`src/rtl/core/lfbp_pkg.sv`:
```
package lfbp_pkg;

   localparam int MAX_BUFFERS_DEF = 8;
   localparam int MAX_READERS_DEF = 15;

   localparam logic [3:0] COUNT_RESET = 4'd3;

   typedef enum logic [1:0] {
      OP_ACQ_READ  = 2'd0,
      OP_ACQ_WRITE = 2'd1,
      OP_REL_READ  = 2'd2,
      OP_REL_WRITE = 2'd3
   } lfbp_op_type;

   localparam logic [1:0] ST_OK     = 2'd0;
   localparam logic [1:0] ST_NONE   = 2'd1;
   localparam logic [1:0] ST_BADIDX = 2'd2;

   typedef enum logic {
      S_IDLE,
      S_EVAL
   } lfbp_state_type;

   typedef struct packed {
      logic [1:0] opcode;
      logic [2:0] buffer_index;
   } lfbp_req_type;

   typedef struct packed {
      logic [1:0] status;
      logic [2:0] granted_index;
   } lfbp_rsp_type;

   typedef struct packed {
      logic         done;
      lfbp_rsp_type rsp;
   } lfbp_done_type;

endpackage

```
`src/rtl/core/latest_frame_buffer_pool.sv`:
```
// result path: a rejected index or a refused read on a latest buffer beyond the count
// goes from the accept straight to the result register; acquire-read and releases pass
// the evaluate state first; acquire-write stays in the evaluate state for each buffer
// scanned (at most the buffer count); one item in flight, next accept in the strobe cycle
// reset: synchronous, clears all locks, reader counts and latest index, count returns to 3
// the result strobe lasts one cycle and the receiver cannot stall it
module latest_frame_buffer_pool import lfbp_pkg::*; #(
   parameter int MAX_BUFFERS = MAX_BUFFERS_DEF,
   parameter int MAX_READERS = MAX_READERS_DEF
) (
   input  logic         clock,
   input  logic         reset,
   input  logic         start,
   output logic         busy,
   input  lfbp_req_type req_data,
   output logic         rsp_valid,
   output lfbp_rsp_type rsp_data,
   input  logic         csr_valid,
   output logic         csr_ready,
   input  logic [3:0]   csr_data
);

   logic [3:0]    count_ff;
   logic          rsp_valid_ff;
   lfbp_rsp_type  rsp_data_ff;
   lfbp_done_type done;

   lfbp_ctrl #(
      .MAX_BUFFERS (MAX_BUFFERS),
      .MAX_READERS (MAX_READERS)
   ) u_ctrl (
      .clock        (clock),
      .reset        (reset),
      .start        (start),
      .req          (req_data),
      .buffer_count (count_ff),
      .busy         (busy),
      .done         (done)
   );

   assign csr_ready = 1'b1;

   always_ff @(posedge clock) begin
      if (reset) begin
         count_ff     <= COUNT_RESET;
         rsp_valid_ff <= 1'b0;
      end else begin
         if (csr_valid && csr_ready) begin
            count_ff <= csr_data;
         end
         rsp_valid_ff <= done.done;
      end
      rsp_data_ff <= done.rsp;
   end

   assign rsp_valid = rsp_valid_ff;
   assign rsp_data  = rsp_data_ff;

   a_status_code : assert property (@(posedge clock) disable iff (reset)
      rsp_valid |-> rsp_data.status <= ST_BADIDX)
      else $error("result beat with undefined status");

   a_grant_zero : assert property (@(posedge clock) disable iff (reset)
      rsp_valid && rsp_data.status != ST_OK |-> rsp_data.granted_index == 3'd0)
      else $error("failed operation carries a granted index");

   a_accept_progress : assert property (@(posedge clock) disable iff (reset)
      start && !busy |=> busy || rsp_valid)
      else $error("accepted beat neither in progress nor answered");

   a_no_strobe_busy : assert property (@(posedge clock) disable iff (reset)
      busy && $past(busy) |-> !rsp_valid)
      else $error("result beat while an operation is still running");

endmodule

```
`src/rtl/core/lfbp_ram.sv`:
```
module lfbp_ram #(
   parameter int WIDTH = 8,
   parameter int DEPTH = 8
) (
   input  logic                     clock,
   input  logic                     wr_en,
   input  logic [$clog2(DEPTH)-1:0] wr_addr,
   input  logic [WIDTH-1:0]         wr_data,
   input  logic [$clog2(DEPTH)-1:0] rd_addr,
   output logic [WIDTH-1:0]         rd_data
);

   logic [WIDTH-1:0] mem_ff [DEPTH];
   logic [WIDTH-1:0] rd_data_ff;

   always_ff @(posedge clock) begin
      if (wr_en) begin
         mem_ff[wr_addr] <= wr_data;
      end
      rd_data_ff <= mem_ff[rd_addr];
   end

   assign rd_data = rd_data_ff;

endmodule

```
`src/rtl/core/lfbp_ctrl.sv`:
```
module lfbp_ctrl import lfbp_pkg::*; #(
   parameter int MAX_BUFFERS = MAX_BUFFERS_DEF,
   parameter int MAX_READERS = MAX_READERS_DEF
) (
   input  logic          clock,
   input  logic          reset,
   input  logic          start,
   input  lfbp_req_type  req,
   input  logic [3:0]    buffer_count,
   output logic          busy,
   output lfbp_done_type done
);

   localparam int AW = $clog2(MAX_BUFFERS);
   localparam int RW = $clog2(MAX_READERS + 1);
   localparam int DW = RW + 1;

   lfbp_state_type state_ff, state_in;
   lfbp_op_type    op_ff, op_in;
   logic [2:0]     idx_ff, idx_in;
   logic [3:0]     n_ff, n_in;
   logic [3:0]     pos_ff, pos_in;
   logic [3:0]     left_ff, left_in;
   logic [2:0]     latest_ff, latest_in;
   logic [MAX_BUFFERS-1:0] valid_ff;
   logic           rd_valid_ff;

   logic [AW-1:0]  rd_addr;
   logic [DW-1:0]  rd_data;
   logic           wr_en;
   logic [DW-1:0]  wr_data;
   logic [3:0]     n_cur;
   logic [3:0]     cur;
   logic           cur_in_range;
   logic [DW-1:0]  entry;
   logic           entry_w;
   logic [RW-1:0]  entry_c;
   logic [3:0]     pos_next;

   lfbp_ram #(
      .WIDTH (DW),
      .DEPTH (MAX_BUFFERS)
   ) u_ram (
      .clock   (clock),
      .wr_en   (wr_en),
      .wr_addr (AW'(pos_ff)),
      .wr_data (wr_data),
      .rd_addr (rd_addr),
      .rd_data (rd_data)
   );

   // saturate the configured count
   always_comb begin
      if (buffer_count < 4'd2) begin
         n_cur = 4'd2;
      end else if (32'(buffer_count) > MAX_BUFFERS) begin
         n_cur = 4'(MAX_BUFFERS);
      end else begin
         n_cur = buffer_count;
      end
   end

   assign cur          = {1'b0, latest_ff};
   assign cur_in_range = cur < n_cur;
   assign entry        = rd_valid_ff ? rd_data : '0;
   assign entry_w      = entry[DW-1];
   assign entry_c      = entry[RW-1:0];
   assign pos_next     = (pos_ff + 4'd1 == n_ff) ? 4'd0 : pos_ff + 4'd1;
   assign busy         = (state_ff != S_IDLE);

   always_comb begin
      state_in  = state_ff;
      op_in     = op_ff;
      idx_in    = idx_ff;
      n_in      = n_ff;
      pos_in    = pos_ff;
      left_in   = left_ff;
      latest_in = latest_ff;
      rd_addr   = AW'(pos_ff);
      wr_en     = 1'b0;
      wr_data   = '0;
      done      = '0;
      case (state_ff)
         S_IDLE: begin
            if (start) begin
               op_in  = lfbp_op_type'(req.opcode);
               idx_in = req.buffer_index;
               n_in   = n_cur;
               case (lfbp_op_type'(req.opcode))
                  OP_ACQ_READ: begin
                     if (!cur_in_range) begin
                        done.done       = 1'b1;
                        done.rsp.status = ST_NONE;
                     end else begin
                        pos_in   = cur;
                        left_in  = 4'd1;
                        rd_addr  = AW'(cur);
                        state_in = S_EVAL;
                     end
                  end
                  OP_ACQ_WRITE: begin
                     if (cur_in_range) begin
                        pos_in  = (cur + 4'd1 == n_cur) ? 4'd0 : cur + 4'd1;
                        left_in = n_cur - 4'd1;
                     end else begin
                        pos_in  = 4'd0;
                        left_in = n_cur;
                     end
                     rd_addr  = AW'(pos_in);
                     state_in = S_EVAL;
                  end
                  default: begin
                     if ({1'b0, req.buffer_index} >= n_cur) begin
                        done.done       = 1'b1;
                        done.rsp.status = ST_BADIDX;
                     end else begin
                        pos_in   = {1'b0, req.buffer_index};
                        left_in  = 4'd1;
                        rd_addr  = AW'(req.buffer_index);
                        state_in = S_EVAL;
                     end
                  end
               endcase
            end
         end
         S_EVAL: begin
            case (op_ff)
               OP_ACQ_READ: begin
                  done.done = 1'b1;
                  state_in  = S_IDLE;
                  if (!entry_w && entry_c < RW'(MAX_READERS)) begin
                     wr_en                  = 1'b1;
                     wr_data                = {1'b0, entry_c + RW'(1)};
                     done.rsp.status        = ST_OK;
                     done.rsp.granted_index = pos_ff[2:0];
                  end else begin
                     done.rsp.status = ST_NONE;
                  end
               end
               OP_ACQ_WRITE: begin
                  if (!entry_w && entry_c == '0) begin
                     wr_en                  = 1'b1;
                     wr_data                = {1'b1, {RW{1'b0}}};
                     done.done              = 1'b1;
                     done.rsp.status        = ST_OK;
                     done.rsp.granted_index = pos_ff[2:0];
                     state_in               = S_IDLE;
                  end else if (left_ff == 4'd1) begin
                     done.done       = 1'b1;
                     done.rsp.status = ST_NONE;
                     state_in        = S_IDLE;
                  end else begin
                     pos_in  = pos_next;
                     left_in = left_ff - 4'd1;
                     rd_addr = AW'(pos_next);
                  end
               end
               default: begin
                  wr_en = 1'b1;
                  if (entry_w) begin
                     wr_data = {1'b0, entry_c};
                  end else if (entry_c != '0) begin
                     wr_data = {1'b0, entry_c - RW'(1)};
                  end else begin
                     wr_data = '0;
                  end
                  if (op_ff == OP_REL_WRITE) begin
                     latest_in = idx_ff;
                  end
                  done.done       = 1'b1;
                  done.rsp.status = ST_OK;
                  state_in        = S_IDLE;
               end
            endcase
         end
         default: begin
            state_in = S_IDLE;
         end
      endcase
   end

   always_ff @(posedge clock) begin
      if (reset) begin
         state_ff    <= S_IDLE;
         latest_ff   <= '0;
         valid_ff    <= '0;
         rd_valid_ff <= 1'b0;
      end else begin
         state_ff    <= state_in;
         latest_ff   <= latest_in;
         rd_valid_ff <= valid_ff[rd_addr];
         if (wr_en) begin
            valid_ff[AW'(pos_ff)] <= 1'b1;
         end
      end
      op_ff   <= op_in;
      idx_ff  <= idx_in;
      n_ff    <= n_in;
      pos_ff  <= pos_in;
      left_ff <= left_in;
   end

endmodule

```
`config.mk`:
```
export PLATFORM = sky130hd
export DESIGN_NAME = latest_frame_buffer_pool
export DESIGN_NICKNAME = d
export VERILOG_FILES = /design/src/rtl/core/lfbp_pkg.sv /design/src/rtl/core/latest_frame_buffer_pool.sv /design/src/rtl/core/lfbp_ram.sv /design/src/rtl/core/lfbp_ctrl.sv
export SDC_FILE = /design/constraint.sdc
export NUM_CORES = 1
export LEC_CHECK = 0
export ABC_AREA = 1
export BUFFER_PORTS_ARGS = -buffer_cell sky130_fd_sc_hd__clkbuf_2
export CAP_MARGIN = 5
export CORE_ASPECT_RATIO = 1.25
export CORE_MARGIN = 4
export CORE_UTILIZATION = 38
export DETAILED_ROUTE_END_ITERATION = 12
export PLACE_DENSITY = 0.55
export SLEW_MARGIN = 25
export SYNTH_ARGS = -nofsm -noshare
export SYNTH_HDL_FRONTEND = slang
export SYNTH_SLANG_ARGS = --single-unit
```
`constraint.sdc`:
```
create_clock -name clock -period 3 [get_ports clock]
set_input_delay 0.45 -clock clock [delete_from_list [all_inputs] [get_ports clock]]
set_output_delay 0.45 -clock clock [all_outputs]
set_load 0.1 [all_outputs]
```
==> reports/results.ini <==
[finish]
final_util_pct=44.1
fin_cells=660
fillerInstances=1078
n_antenna_cell=0
finalNetCount=544
syn_to_final_growth_pct=14.2
drive_above_1_share_pct=13.7

[hold_path]
hold_depth=3
min_path_type=in2reg

[yosys]
syn-num-nets=510
synth_cell_type_count=37
yosysTopAreaCell=edfxtp_1
synth_area_leaders=edfxtp_1 40%, dfxtp_1 13%, nand2_1 10%
synth-seq-area-share_pct=53.3
synth_ff_type=edfxtp_1
syn_area_per_cell_um2=8.77
syn-cell-area_mm2=0.00426
synth_edf_count=57
synth_top_area_share_pct=40.2
synth-seq-cells=85
synthArstFlopShare_pct=0
yosysWarnings=0
netlist_instances=486

[routing]
dr.pass1.iters=4
postRouteAntennaNets=0
drc_errors=0
vias_per_cell=5.10
drt-initial-drc-count=186
vias=3369
routed_wl_um=10100
wire_per_inst_um=15.4

[grt]
grt_pass1_vias=3362
grt_start_max_net_pins=21
grt_pass1_wl_um=16500
grt_util_all_layers_pct=16.7
antenna_found_initial=0
grt_overflow=0

[worst_setup_path]
crit_top_cell=nand2_1
path_max_fanout=20
endpoint_kind=flop
critPathTopFamily=simple AND/OR/NAND/NOR gates
cpPeakStageDelay_ps=370
arrival_ps=3010
critical_path_buf_inv_count=4
path_depth=19
worstSetupPathType=reg2reg
crit_chain=inv_2 > buf_4 > nand2_1 > ha_1 > inv_1 > a21oi_1 > nand2_1 > nand2_2 > nand2_4 > nand4_1 > nand3_1 > nand2_1 > nand2_2 > nand2_4 > buf_4 > nand2_1 > nand3_1 > nand3_1 > nand2_1
cp-start-kind=flop
worst_ep_required_time_ps=3280
slowest_stage=dfxtp_1
rr_worst_depth=19

[cts]
cts_root_buffer=clkbuf_16
clk_pin_slew_ps=70
clock_sinks=85
cts_buffer_depth=2
cts_tree=done
ctsHoldBuffers=0
htreeDepth=3
numCtsBuffers=9
clk_latency_ps=340

[placement]
port-buffer-count=19
place_congestion=0.891
dp.cells=644
dp_hpwl_um=7460

[floorplan]
start_util_pct=38.6
num_io_pins=21
fp.dieW_um=103
dieArea_mm2=0.0130
coreArea_mm2=0.0110
rows=43
die_h_um=126

[pwr]
leakagePower_nw=2.09
ir_worst_vdd_mv=0.261
power_w=0.00306
power_density_mw_per_mm2=629

[outcome]
status=finished, final reports clean

[sta]
finalSetupViolCount=0
fin_crit_sh_pct=91.2
hold_viol=0
report.final.slew_viol_count=0
holdWs_ps=324
rsz0062_at_grt=false
finalSetupTns_ps=0
worstMarginPinSlew_ps=642
clock.fmax_mhz=366
slew_headroom_pct=57.2
skew_ps=12.3
period_minus_slack_ps=2740

[job]
maxCapViolCount=0

-- path summary, 6_finish.rpt --
check                                   startpoint                 endpoint  slack (ps)
worst min register to register  u_ctrl.valid_ff[7]       u_ctrl.valid_ff[7]         460
worst min-delay path                   csr_data[0]              count_ff[0]         320
worst max register to register         count_ff[3]  u_ctrl.u_ram.rd_data[4]         260
worst max-delay path                   count_ff[3]  u_ctrl.u_ram.rd_data[4]         260
-- cell usage in the layout, fill, tap and decap left out, types with 6 or more instances in the layout --
master	count
nand2_1	117
edfxtp_1	57
a21oi_1	20
clkbuf_2	19
nand3_1	62
xor2_1	6
dfxtp_1	28
inv_1	51
nor3_1	10
clkbuf_16	9
nor2_1	50
o21ai_0	11
nand2_2	6
ha_1	11
buf_4	16
-- metrics by stage --
stage / instance area, µm² / setup WS (ps)
after global placement: 4560 / 283
after global routing: 4870 / 3.89
final: 4870 / 265
after floorplan: 4260 / 159
after detailed placement: 4560 / 211
after CTS: 4850 / 141
-- area by class of cell --
cell class / instances / area [µm²] / share of cell area, %
clock buffer: 9 / 225 / 4.63
inverter: 58 / 220 / 4.52
sequential: 85 / 2270 / 46.7
timing repair buffer: 35 / 215 / 4.42
multi-input combinational: 331 / 1700 / 34.9
clock inverter: 7 / 66.3 / 1.36
tap: 135 / 169 / 3.47
-- kinds of logic (layout without fill, tap and decap cells) --
family | after synthesis | count (layout) | synth area share, %
and+or+nand+nor | 261 | 261 | 27.3
adders and majority gates | 11 | 11 | 3.23
other | 1 | 1 | 0.0880
xor gates and xnor gates | 10 | 10 | 2.06
buffers and inverters | 70 | 109 | 7.08
AOI/OAI and AO/OA | 48 | 48 | 6.93
DFF | 85 | 85 | 53.3
-- routing by layer --
layer  wire [µm]  vias up  part of all wire, %  GRT usage [%]
li1            -     1698                    -              -
met1        4100     1566                   40           18.5
met2        5370       81                   53           29.6
met3         319       24                  3.1           3.69
met4         357        0                  3.5           7.80
met5           0        -                    0              0
-- report_power, final --
part	internal [W]	leakage [nW]	total, W	switching, W
clock network	0.000581	0.142	0.00108	0.000494
logic	0.000191	1.18	0.000607	0.000416
registers	0.00132	0.760	0.00138	0.0000549
total	0.00210	2.09	0.00306	0.000965
-- worst reg2reg max path: stages, from the launching register on --
cell and delay [ps]:
dfxtp_1 370, inv_2 70, buf_4 180, nand2_1 120, ha_1 290, inv_1 40
a21oi_1 130, nand2_1 90, nand2_2 110, nand2_4 100, nand4_1 120, nand3_1 90
nand2_1 100, nand2_2 110, nand2_4 130, buf_4 250, nand2_1 80, nand3_1 130
nand3_1 90, nand2_1 70
-- flip-flops by register name, indices dropped and copies added, names as in the netlist --
name	count
count_ff	4
rsp_data	5
rsp_valid	1
u_ctrl.busy	1
u_ctrl.idx_ff	3
u_ctrl.latest_ff	3
u_ctrl.left_ff	4
u_ctrl.n_ff	4
u_ctrl.op_ff	2
u_ctrl.pos_ff	4
u_ctrl.rd_valid_ff	1
u_ctrl.u_ram.mem_ff	40
u_ctrl.u_ram.rd_data	5
u_ctrl.valid_ff	8
-- timing repair --
action	CTS	global route
resized for setup	0	5
setup endpoints to repair	0	6
buffers inserted	0	0
-- synth_stat cells, drive strengths merged, types with 2 or more instances --
cell type	count
nor3	11
o21ai	11
o31ai	2
dfxtp	28
o41ai	3
clkinv	2
xnor2	4
a21oi	21
nand3b	4
nand2	125
ha	11
inv	56
clkbuf	4
nand3	65
o22ai	3
xor2	6
nand4	3
a22oi	2
nor2	53
a32oi	2
buf	8
edfxtp	57
No activity file was read; power rests on OpenSTA's default activity.
